File: config.mk
export PLATFORM = sky130hd
export DESIGN_NAME = c_subset_tokenizer
export DESIGN_NICKNAME = d
export VERILOG_FILES = /design/src/hw/rtl/cst_pkg.sv /design/src/hw/rtl/cst_step.sv /design/src/hw/rtl/cst_fifo.sv /design/src/hw/rtl/c_subset_tokenizer.sv
export SDC_FILE = /design/constraint.sdc
export NUM_CORES = 1
export LEC_CHECK = 0
export BUFFER_PORTS_ARGS = -buffer_cell sky130_fd_sc_hd__buf_2
export CORE_MARGIN = 5
export CORE_UTILIZATION = 45
export DETAILED_ROUTE_END_ITERATION = 10
export GPL_TIMING_DRIVEN = 0
export PLACE_DENSITY = 0.72
export RECOVER_POWER = 100
export REMOVE_ABC_BUFFERS = 1
export SYNTH_ARGS = -nofsm -noshare
export SYNTH_HDL_FRONTEND = slang
export SYNTH_HIERARCHICAL = 1
export SYNTH_SLANG_ARGS = --single-unit
File: constraint.sdc
create_clock -name clk -period 7.82 [get_ports clk]
set_input_delay 0.391 -clock clk [delete_from_list [all_inputs] [get_ports clk]]
set_output_delay 0.391 -clock clk [all_outputs]
set_load 0.05 [all_outputs]
File: src/hw/rtl/cst_pkg.sv
package cst_pkg;

  localparam int POSITION_BITS = 16;
  typedef logic [POSITION_BITS-1:0] pos_t;
  localparam pos_t POS_MAX = '1;

  localparam int FIFO_DEPTH = 4;
  localparam int FIFO_PTR_BITS = $clog2(FIFO_DEPTH);
  localparam int FIFO_CNT_BITS = $clog2(FIFO_DEPTH + 1);

  typedef struct packed {
    logic [7:0] source_byte;
    logic       end_of_source;
  } src_t;

  typedef struct packed {
    logic [4:0]  token_kind;
    logic [15:0] token_line;
    logic [15:0] token_column;
    logic [7:0]  token_length;
    logic        last_of_run;
  } tok_t;

  typedef struct packed {
    logic [1:0] count;
    tok_t       first;
    tok_t       second;
  } push_t;

  typedef enum logic [1:0] {
    MODE_IDLE,
    MODE_NUM,
    MODE_IDENT,
    MODE_DONE
  } mode_t;

  localparam logic [4:0] KIND_INT_LIT    = 5'd0;
  localparam logic [4:0] KIND_IDENT      = 5'd1;
  localparam logic [4:0] KIND_KW_BASE    = 5'd2;
  localparam logic [4:0] KIND_PUNCT_BASE = 5'd7;
  localparam logic [4:0] KIND_END        = 5'd17;

  localparam logic [7:0] CH_NUL        = 8'h00;
  localparam logic [7:0] CH_NEWLINE    = 8'h0A;
  localparam logic [7:0] CH_UNDERSCORE = "_";

  localparam int KW_COUNT = 5;
  localparam int KW_MAX_LEN = 6;
  localparam logic [7:0] KW_LEN [KW_COUNT] = '{8'd3, 8'd6, 8'd2, 8'd4, 8'd5};
  localparam logic [7:0] KW_TEXT [KW_COUNT][KW_MAX_LEN] = '{
    '{"i", "n", "t", 8'h00, 8'h00, 8'h00},
    '{"r", "e", "t", "u", "r", "n"},
    '{"i", "f", 8'h00, 8'h00, 8'h00, 8'h00},
    '{"e", "l", "s", "e", 8'h00, 8'h00},
    '{"w", "h", "i", "l", "e", 8'h00}
  };

  localparam int PUNCT_COUNT = 10;
  localparam logic [7:0] PUNCT_CHARS [PUNCT_COUNT] =
    '{"+", "-", "*", "/", "=", "(", ")", "{", "}", ";"};

  typedef struct packed {
    logic       hit;
    logic [4:0] kind;
  } punct_t;

  function automatic logic is_digit(logic [7:0] b);
    return b inside {["0":"9"]};
  endfunction

  function automatic logic is_alpha(logic [7:0] b);
    return b inside {["a":"z"], ["A":"Z"]};
  endfunction

  function automatic logic is_word_start(logic [7:0] b);
    return is_alpha(b) || (b == CH_UNDERSCORE);
  endfunction

  function automatic logic is_word_char(logic [7:0] b);
    return is_alpha(b) || is_digit(b) || (b == CH_UNDERSCORE);
  endfunction

  function automatic pos_t sat_inc(pos_t v);
    return (v == POS_MAX) ? v : v + pos_t'(1);
  endfunction

  function automatic logic [15:0] sat_out(pos_t v);
    logic [32:0] w;
    w = 33'(v);
    return (w > 33'h0FFFF) ? 16'hFFFF : w[15:0];
  endfunction

  // Drop every keyword that cannot match once byte b sits at position run_len.
  function automatic logic [KW_COUNT-1:0] kw_update(logic [KW_COUNT-1:0] cand,
                                                   logic [7:0] run_len,
                                                   logic [7:0] b);
    logic [KW_COUNT-1:0] res;
    res = cand;
    for (int k = 0; k < KW_COUNT; k++) begin
      if (run_len >= KW_LEN[k]) begin
        res[k] = 1'b0;
      end else if (KW_TEXT[k][run_len[2:0]] != b) begin
        res[k] = 1'b0;
      end
    end
    return res;
  endfunction

  function automatic logic [4:0] word_kind(logic [KW_COUNT-1:0] cand, logic [7:0] run_len);
    logic [4:0] kind;
    kind = KIND_IDENT;
    for (int k = KW_COUNT - 1; k >= 0; k--) begin
      if (cand[k] && (run_len == KW_LEN[k])) begin
        kind = KIND_KW_BASE + 5'(k);
      end
    end
    return kind;
  endfunction

  function automatic punct_t punct_lookup(logic [7:0] b);
    punct_t p;
    p = '0;
    for (int k = 0; k < PUNCT_COUNT; k++) begin
      if (b == PUNCT_CHARS[k]) begin
        p.hit  = 1'b1;
        p.kind = KIND_PUNCT_BASE + 5'(k);
      end
    end
    return p;
  endfunction

  function automatic tok_t make_tok(logic [4:0] kind, pos_t line, pos_t col,
                                    logic [7:0] len);
    tok_t t;
    t.token_kind   = kind;
    t.token_line   = sat_out(line);
    t.token_column = sat_out(col);
    t.token_length = len;
    t.last_of_run  = 1'b0;
    return t;
  endfunction

endpackage

File: src/hw/rtl/cst_step.sv
module cst_step (
  input  logic          clk,
  input  logic          rst,
  input  logic          fire,
  input  cst_pkg::src_t item,
  output cst_pkg::push_t push
);
  import cst_pkg::*;

  mode_t               mode, mode_next;
  pos_t                line_count, line_count_next;
  pos_t                column_count, column_count_next;
  pos_t                start_column, start_column_next;
  logic [7:0]          run_length, run_length_next;
  logic [KW_COUNT-1:0] keyword_candidates, keyword_candidates_next;

  always_ff @(posedge clk) begin
    if (rst) begin
      mode               <= MODE_IDLE;
      line_count         <= pos_t'(1);
      column_count       <= pos_t'(1);
      start_column       <= '0;
      run_length         <= '0;
      keyword_candidates <= '1;
    end else begin
      mode               <= mode_next;
      line_count         <= line_count_next;
      column_count       <= column_count_next;
      start_column       <= start_column_next;
      run_length         <= run_length_next;
      keyword_candidates <= keyword_candidates_next;
    end
  end

  logic [7:0] b;
  logic       term;
  logic       cont;
  logic       do_adv;
  logic       pend_valid, new_valid;
  tok_t       pend_tok, new_tok;
  punct_t     punct;
  logic [7:0] run_sat;

  always_comb begin
    b        = item.source_byte;
    term     = item.end_of_source || (b == CH_NUL);
    run_sat  = (run_length == 8'hFF) ? run_length : run_length + 8'd1;
    punct    = punct_lookup(b);

    mode_next               = mode;
    line_count_next         = line_count;
    column_count_next       = column_count;
    start_column_next       = start_column;
    run_length_next         = run_length;
    keyword_candidates_next = keyword_candidates;
    cont       = 1'b0;
    do_adv     = 1'b0;
    pend_valid = 1'b0;
    new_valid  = 1'b0;
    pend_tok   = '0;
    new_tok    = '0;

    if (fire && (mode != MODE_DONE)) begin
      // Extend or close the pending run.
      case (mode)
        MODE_NUM: begin
          if (!term && is_digit(b)) begin
            cont            = 1'b1;
            run_length_next = run_sat;
            do_adv          = 1'b1;
          end else begin
            pend_valid = 1'b1;
            pend_tok   = make_tok(KIND_INT_LIT, line_count, start_column, run_length);
            mode_next  = MODE_IDLE;
          end
        end
        MODE_IDENT: begin
          if (!term && is_word_char(b)) begin
            cont                    = 1'b1;
            keyword_candidates_next = kw_update(keyword_candidates, run_length, b);
            run_length_next         = run_sat;
            do_adv                  = 1'b1;
          end else begin
            pend_valid = 1'b1;
            pend_tok   = make_tok(word_kind(keyword_candidates, run_length),
                                  line_count, start_column, run_length);
            mode_next  = MODE_IDLE;
          end
        end
        default: ;
      endcase

      if (!cont) begin
        if (term) begin
          new_valid = 1'b1;
          new_tok   = make_tok(KIND_END, line_count, column_count, 8'd0);
          mode_next = MODE_DONE;
        end else if (is_digit(b)) begin
          mode_next         = MODE_NUM;
          start_column_next = column_count;
          run_length_next   = 8'd1;
          do_adv            = 1'b1;
        end else if (is_word_start(b)) begin
          mode_next               = MODE_IDENT;
          start_column_next       = column_count;
          keyword_candidates_next = kw_update('1, 8'd0, b);
          run_length_next         = 8'd1;
          do_adv                  = 1'b1;
        end else begin
          if (punct.hit) begin
            new_valid = 1'b1;
            new_tok   = make_tok(punct.kind, line_count, column_count, 8'd1);
          end
          do_adv = 1'b1;
        end
      end
    end

    if (do_adv) begin
      if (b == CH_NEWLINE) begin
        line_count_next   = sat_inc(line_count);
        column_count_next = pos_t'(1);
      end else begin
        column_count_next = sat_inc(column_count);
      end
    end

    push.count              = {1'b0, pend_valid} + {1'b0, new_valid};
    push.first              = pend_valid ? pend_tok : new_tok;
    push.first.last_of_run  = !(pend_valid && new_valid);
    push.second             = new_tok;
    push.second.last_of_run = 1'b1;
  end

endmodule

File: src/hw/rtl/cst_fifo.sv
module cst_fifo (
  input  logic           clk,
  input  logic           rst,
  input  cst_pkg::push_t push,
  input  logic           out_ready,
  output logic           room,
  output logic           out_valid,
  output cst_pkg::tok_t  head
);
  import cst_pkg::*;

  tok_t                     mem [FIFO_DEPTH];
  logic [FIFO_PTR_BITS-1:0] wr_ptr, rd_ptr;
  logic [FIFO_CNT_BITS-1:0] count;
  logic                     pop;

  assign out_valid = (count != '0);
  assign pop       = out_valid && out_ready;
  // Keep space for the largest burst one item can cause.
  assign room      = (count <= FIFO_CNT_BITS'(FIFO_DEPTH - 2));
  assign head      = mem[rd_ptr];

  always_ff @(posedge clk) begin
    if (push.count != 2'd0) begin
      mem[wr_ptr] <= push.first;
    end
    if (push.count == 2'd2) begin
      mem[wr_ptr + FIFO_PTR_BITS'(1)] <= push.second;
    end
  end

  always_ff @(posedge clk) begin
    if (rst) begin
      wr_ptr <= '0;
      rd_ptr <= '0;
      count  <= '0;
    end else begin
      wr_ptr <= wr_ptr + FIFO_PTR_BITS'(push.count);
      if (pop) begin
        rd_ptr <= rd_ptr + FIFO_PTR_BITS'(1);
      end
      count <= count + FIFO_CNT_BITS'(push.count) - FIFO_CNT_BITS'(pop);
    end
  end

endmodule

File: src/hw/rtl/c_subset_tokenizer.sv
// A source item is held in the input register, then scanned; any token it makes
// is written into the token queue, raising tok_valid. Throughput: one source
// item per cycle while the queue has room; an item that closes a run and also
// makes a token of its own gives two tokens, both written into the 4-entry
// queue. The input stalls while the queue holds more than two tokens.
// Reset (rst, synchronous): empties the input register and the token queue, sets
// line and column to 1 and the scanner to idle.
module c_subset_tokenizer (
  input  logic          clk,
  input  logic          rst,
  input  logic          src_valid,
  output logic          src_ready,
  input  cst_pkg::src_t src_item,
  output logic          tok_valid,
  input  logic          tok_ready,
  output cst_pkg::tok_t tok_item
);
  import cst_pkg::*;

  logic  src_q_valid;
  src_t  src_q;
  logic  room;
  logic  fire;
  push_t push;

  assign fire      = src_q_valid && room;
  assign src_ready = !src_q_valid || fire;

  always_ff @(posedge clk) begin
    if (rst) begin
      src_q_valid <= 1'b0;
    end else if (src_valid && src_ready) begin
      src_q_valid <= 1'b1;
    end else if (fire) begin
      src_q_valid <= 1'b0;
    end
  end

  always_ff @(posedge clk) begin
    if (src_valid && src_ready) begin
      src_q <= src_item;
    end
  end

  cst_step u_step (
    .clk  (clk),
    .rst  (rst),
    .fire (fire),
    .item (src_q),
    .push (push)
  );

  cst_fifo u_fifo (
    .clk       (clk),
    .rst       (rst),
    .push      (push),
    .out_ready (tok_ready),
    .room      (room),
    .out_valid (tok_valid),
    .head      (tok_item)
  );

endmodule

Word level (Yosys, flattened, before mapping)
Memories as Yosys holds them, arrays and structs flattened. A register that Yosys moved wholly into a read port is not among the register bits.
Cells that the tools add are included.
Cells by class
  reduce and logical (&&, ||, !) cells: 32
  $lt $le $gt $ge: 13
  $add $sub $neg: 9
  bitwise operators: 4
  equality and inequality tests: 34
  mux-type cells: 100
Operator list (count)
  2-to-1 mux 46 bit: 9
  2-to-1 mux 8 bit: 17
  case mux 46 bit (2 select lines): 1
  == test 8 x 6 -> 1 bit, second input constant: 8
  2-to-1 mux 16 bit: 4
  2-to-1 mux 6 bit: 10
  2-to-1 mux 41 bit: 1
  != test 8 bit: 5
  2-to-1 mux 1 bit: 35
  adder 16 x 1 -> 16 bit, second input constant: 2
  == test 16 bit, second input constant: 2
  != test 7 x 8 -> 1 bit, first input constant: 4
  2-to-1 mux 5 bit: 6
  == test 8 x 3 -> 1 bit, second input constant: 3
  == test 8 x 7 -> 1 bit, second input constant: 3
  >= comparator 8 x 3 -> 1 bit, second input constant: 3
  == test 8 x 2 -> 1 bit, second input constant: 2
  >= comparator 8 x 2 -> 1 bit, second input constant: 2
  >= comparator 8 x 7 -> 1 bit, second input constant: 2
  <= comparator 8 x 7 -> 1 bit, second input constant: 2
  2-to-1 mux 2 bit: 8
  case mux 8 bit (2 select lines): 1
  logical AND 1 bit: 15
  2-to-1 mux 3 bit: 5
  28 further kinds: 42
Storage, ports and cells
  logic and storage cells: 210
  bits in writable memories: 184
  ROM bits: 320
  memories kept: 6
  input port bits: 13
  flip-flop bits (word level): 80
Memories
  u_fifo.mem: depth 4, bits a word 46, rd ports 1, clocked after Yosys merged registers in 1, write ports 2, RTL line cst_fifo.sv:12  | tok_t mem [FIFO_DEPTH];
  (no name shown): depth 8, bits a word 8, rd ports 1, clocked after Yosys merged registers in 0, write ports 0, RTL line cst_pkg.sv:102  | end else if (KW_TEXT[k][run_len[2:0]] != b) begin
  (no name shown): depth 8, bits a word 8, rd ports 1, clocked after Yosys merged registers in 0, write ports 0, RTL line cst_pkg.sv:102
  (no name shown): depth 8, bits a word 8, rd ports 1, clocked after Yosys merged registers in 0, write ports 0, RTL line cst_pkg.sv:102
  (no name shown): depth 8, bits a word 8, rd ports 1, clocked after Yosys merged registers in 0, write ports 0, RTL line cst_pkg.sv:102
  (no name shown): depth 8, bits a word 8, rd ports 1, clocked after Yosys merged registers in 0, write ports 0, RTL line cst_pkg.sv:102

Logic depth before layout (Yosys ltp)
  depth in word-level cells: 21
  depth in mapped cells: 15
  depth with buffers taken out: 13

By module
The synthesis kept the hierarchy.
Modules (own cells, without submodules)
  cst_fifo: times used 1, area an instance 9783.1 µm², cells an instance 494, seq. area each 5705.5 µm²
  cst_step: times used 1, area an instance 4885.9 µm², cells an instance 619, seq. area each 1261.2 µm²
  c_subset_tokenizer: times used 1, area an instance 332.8 µm², cells an instance 15, seq. area each 290.3 µm²

Least setup slack after synthesis
OpenSTA, ideal clock, no wires.
  path type: register to register
  from: register src_q[3] in the netlist's numbering
  to: memory u_fifo/mem[0][0] in the netlist's numbering (enable)
  buffers on the path: 2
  arrival time: 5.564 ns
  stages on the path, launching flop included: 11
  clock period less this slack: 6.077 ns
  data required time: 7.307 ns
  path slack: 1.743 ns
  cell sequence: edfxtp_1 buf_6 or4_4 nor2_2 o32ai_1 or4_1 buf_6 inv_2 ha_1 o21bai_1 o21ai_0
RTL lines
  from (decl): RTL line c_subset_tokenizer.sv:21  | src_t src_q;
  from (signal assigned): RTL line c_subset_tokenizer.sv:41  | src_q <= src_item;
  to (decl): RTL line cst_fifo.sv:12

==> qor.csv <==
stage,metric,value,unit
cts,htree depth,1,
worst_setup_path,"reg-to-reg slack, setup",1350,ps
hold_path,HP Start,src_item[4],
worst_setup_path,crit-path max FO,28,
placement,gpl congestion,0.899,
timing,Tmin final,6470,ps
cells_and_area,Area growth syn-to-layout,7.88,%
timing,Rel. slew slack,-1.07,
cells_and_area,most frequent cells in the layout,"edfxtp_1, mux2_1, dfxtp_1, nor2_1",
worst_setup_path,crit-path most repeated cell,buf_6,
timing,fmax,0.155,GHz
logic_synthesis,Synth Cell Area,0.0150,sq mm
cells_and_area,Inserted Diodes,0,
global_routing,vias in the first global route,9530,
cells_and_area,fin area,0.0162,sq mm
route,met2 wire len,16000,um
logic_synthesis,Mapped Cells,1128,
floorplan,Initial Util,0.459,
logic_synthesis,post-synthesis sequential area ratio,0.484,
timing,period utilization,0.827,
worst_setup_path,Critical Setup Path Class,reg2reg,
timing,clock skew,24.6,ps
route,metal1 wirelength,14800,um
cts,clock sinks,266,
route,drc violations,0,
route,vias,9201,
route,drt total wl,33200,um
route,Initial DRT Pass Iterations,5,
route,Highest Signal Layer,met4,
worst_setup_path,RR Startpoint,src_q[3]$_DFFE_PP_,
hold_path,HP Class,in2reg,
route,routed wl met3,1720,um
logic_synthesis,Seq cells post-synth,266,
run,max-capacitance violation count,4,
floorplan,Die Area,0.0371,sq mm
cts,Clock Latency Late Sink,570,ps
cells_and_area,"commonest non-fill, non-tap cell in the layout",edfxtp_1,
logic_synthesis,Synth area leaders,"edfxtp_1, mux2_4, dfxtp_1",
global_routing,first-pass GRT wire length,52600,um
cts,clock buffer depth,3,
worst_setup_path,r2r worst-path depth,11,
placement,Detail Placement HPWL,21300,um
cells_and_area,Nets,1197,
cts,Root Driver,clkbuf_16,
floorplan,io pins,61,
placement,DP Cell Count,1575,
logic_synthesis,Synth top area share,0.386,
logic_synthesis,cell taking the most area after synthesis,edfxtp_1,
worst_setup_path,"Cell Chain, Critical Path",nand4b_1 -> o2111a_1 -> o32ai_1 -> or4_1 -> inv_1 -> ha_1 -> nor4b_4 -> buf_6 -> buf_6 -> clkbuf_1 -> mux2_2,
worst_setup_path,CP Launch Type,flip-flop,
logic_synthesis,"EDFF count, synth",193,
route,DR WL/cell,20.4,um
worst_setup_path,Crit. End Element,flip-flop,
pwr,P_leak,5.89,nW
status,status,"finished, violations left",
pwr,power per cell area,233,mW/mm^2
timing,Hold Worst Slack,20.0,ps
timing,Worst-Margin Slew,3100,ps
worst_setup_path,Worst EP arrival,6780,ps
worst_setup_path,WP buf/inv,4,
cts,CTS tree,built,
timing,Final setup violation count,0,
timing,"Hold Violations, Final",0,
worst_setup_path,CP max stage cell,or4_1,
route,DR vias/cell,5.65,
worst_setup_path,CP top delay family,simple AND/OR/NAND/NOR gates,
timing,RSZ-0062 raised after global routing,false,
global_routing,antenna violations before repair,0,
cts,postcts setup bufs,0,
global_routing,total grt overflow,0,
placement,Port Buf Inserts,60,
placement,"Cell Area, Placed",0.0158,sq mm
logic_synthesis,Synth Flop Type,edfxtp_1,
floorplan,DIE HEIGHT,193,um
cells_and_area,share of layout cells above drive strength 1,0.176,
timing,max-slew violations,119,
logic_synthesis,"FFs w/ async S/R, synth",0,
worst_setup_path,Critical Path RT,8130,ps
status,failing checks,"max-capacitance violations, max-slew violations",
hold_path,Hold Path Stages,1,
global_routing,largest net degree at the start of global routing,61,
route,initial drt markers,748,
cts,Post-CTS Resized,0,
pwr,Max rail drop VDD,0.161,mV
route,Routed Antenna Nets,0,
worst_setup_path,Crit Reg-Reg Endpoint,u_fifo/mem[1][36]$_DFFE_PP_,
cts,"Reg clk slew, reported paths",60,ps
cts,CTS Buf Count,29,
logic_synthesis,"Distinct cells, synth",82,
logic_synthesis,yosys warns,6,
cells_and_area,final cell count without fillers,1628,
cts,CTS Hold Bufs,0,
worst_setup_path,Critical Path Max Stage Delay,1230,ps
global_routing,GRT Overall Usage,0.178,
floorplan,Die X,193,um
floorplan,row count,66,
hold_path,Worst Hold End,src_q[4]$_DFFE_PP_,
logic_synthesis,post-synthesis area per instance,13.3,sq um
floorplan,core area,0.0327,sq mm
## synth_stat cells, types with 16 or more instances
| master | n |
|---|---|
| a21oi_1 | 20 |
| and2_1 | 60 |
| and3_1 | 21 |
| buf_6 | 21 |
| clkbuf_1 | 22 |
| dfxtp_1 | 73 |
| edfxtp_1 | 193 |
| ha_1 | 19 |
| inv_1 | 19 |
| mux2_1 | 32 |
| mux2_2 | 61 |
| mux2_4 | 112 |
| mux2i_1 | 22 |
| mux4_2 | 46 |
| nand2_1 | 31 |
| nand3_1 | 38 |
| nor2_1 | 72 |
| nor2b_1 | 18 |
| o21ai_0 | 16 |
| xor2_1 | 33 |
## layer usage
layer,vias up,global-route usage
li1,4322,-
met3,54,0.0233
met5,-,0
met2,250,0.304
met1,4575,0.244
met4,0,0.0406
## through the flow
| step | TNS, ps | worst slack (ps) | utilization | power (mW) |
|---|---|---|---|---|
| 5_1_grt | 0 | 1100 | 0.495 | 3.93 |
| 6_report | 0 | 1350 | 0.495 | 3.78 |
| 3_5_place_dp | 0 | 2140 | 0.482 | 2.53 |
| 4_1_cts | 0 | 2140 | 0.510 | 3.85 |
| 2_1_floorplan | -26940 | -586 | - | 2.29 |
| 3_3_place_gp | -885160 | -7700 | 0.469 | 2.51 |
## worst register-to-register path: stages, from the launching register on
cell and delay (ps):
edfxtp_1 910, nand4b_1 220, o2111a_1 280, o32ai_1 420, or4_1 1230, inv_1 610, ha_1 620, nor4b_4 540
buf_6 270, buf_6 220, clkbuf_1 510, mux2_2 410
## sequential cells by signal, indices dropped and copies added, names as in the netlist, named ones only
register	flops
u_fifo/mem	184
u_step/column_count	16
u_step/line_count	16
u_step/start_column	16
src_q	9
u_step/run_length	8
u_step/keyword_candidates	5
u_fifo/count	3
u_fifo/rd_ptr	2
u_fifo/wr_ptr	2
u_step/mode	2
src_q_valid	1
## report_power, final
group	internal (mW)	leakage (nW)	switching [mW]
clock network	0.771	0.438	0.548
logic	0.268	3.19	0.560
registers	1.56	2.27	0.0700
## final cells by class
class | count | area (sq um)
clock buffers | 41 | 791
clock inverters | 12 | 129
fillers | 2927 | 16500
inverters | 21 | 78.8
multi-input cells | 768 | 6850
flip-flops and latches | 266 | 7260
well taps | 442 | 553
repair buffers | 78 | 523
## kinds of logic after synthesis
kind of cell    share of synthesized area
compound gates                     0.0471
xor+xnor                           0.0264
fa+ha+maj                          0.0172
buf+inv                            0.0403
flops                               0.484
mux                                 0.266
other cells                      0.000501
simple gates                        0.119
## how the worst max path moves through the flow
stage	start	to	slack (ps)	cells past startpoint
after floorplan	src_q[3]$_DFFE_PP_	u_fifo/mem[0][0]$_DFFE_PP_	-590	8
after global placement	src_q[5]$_DFFE_PP_	u_fifo/mem[0][27]$_DFFE_PP_	-7700	6
after detailed placement	src_q[3]$_DFFE_PP_	u_fifo/mem[0][34]$_DFFE_PP_	2140	11
after CTS	src_q[3]$_DFFE_PP_	u_fifo/mem[0][33]$_DFFE_PP_	2140	11
after global routing	src_q[3]$_DFFE_PP_	u_fifo/mem[2][7]$_DFFE_PP_	1100	10
final	src_q[3]$_DFFE_PP_	u_fifo/mem[1][36]$_DFFE_PP_	1350	11
Note: power is estimated with default switching activity, not from simulation.
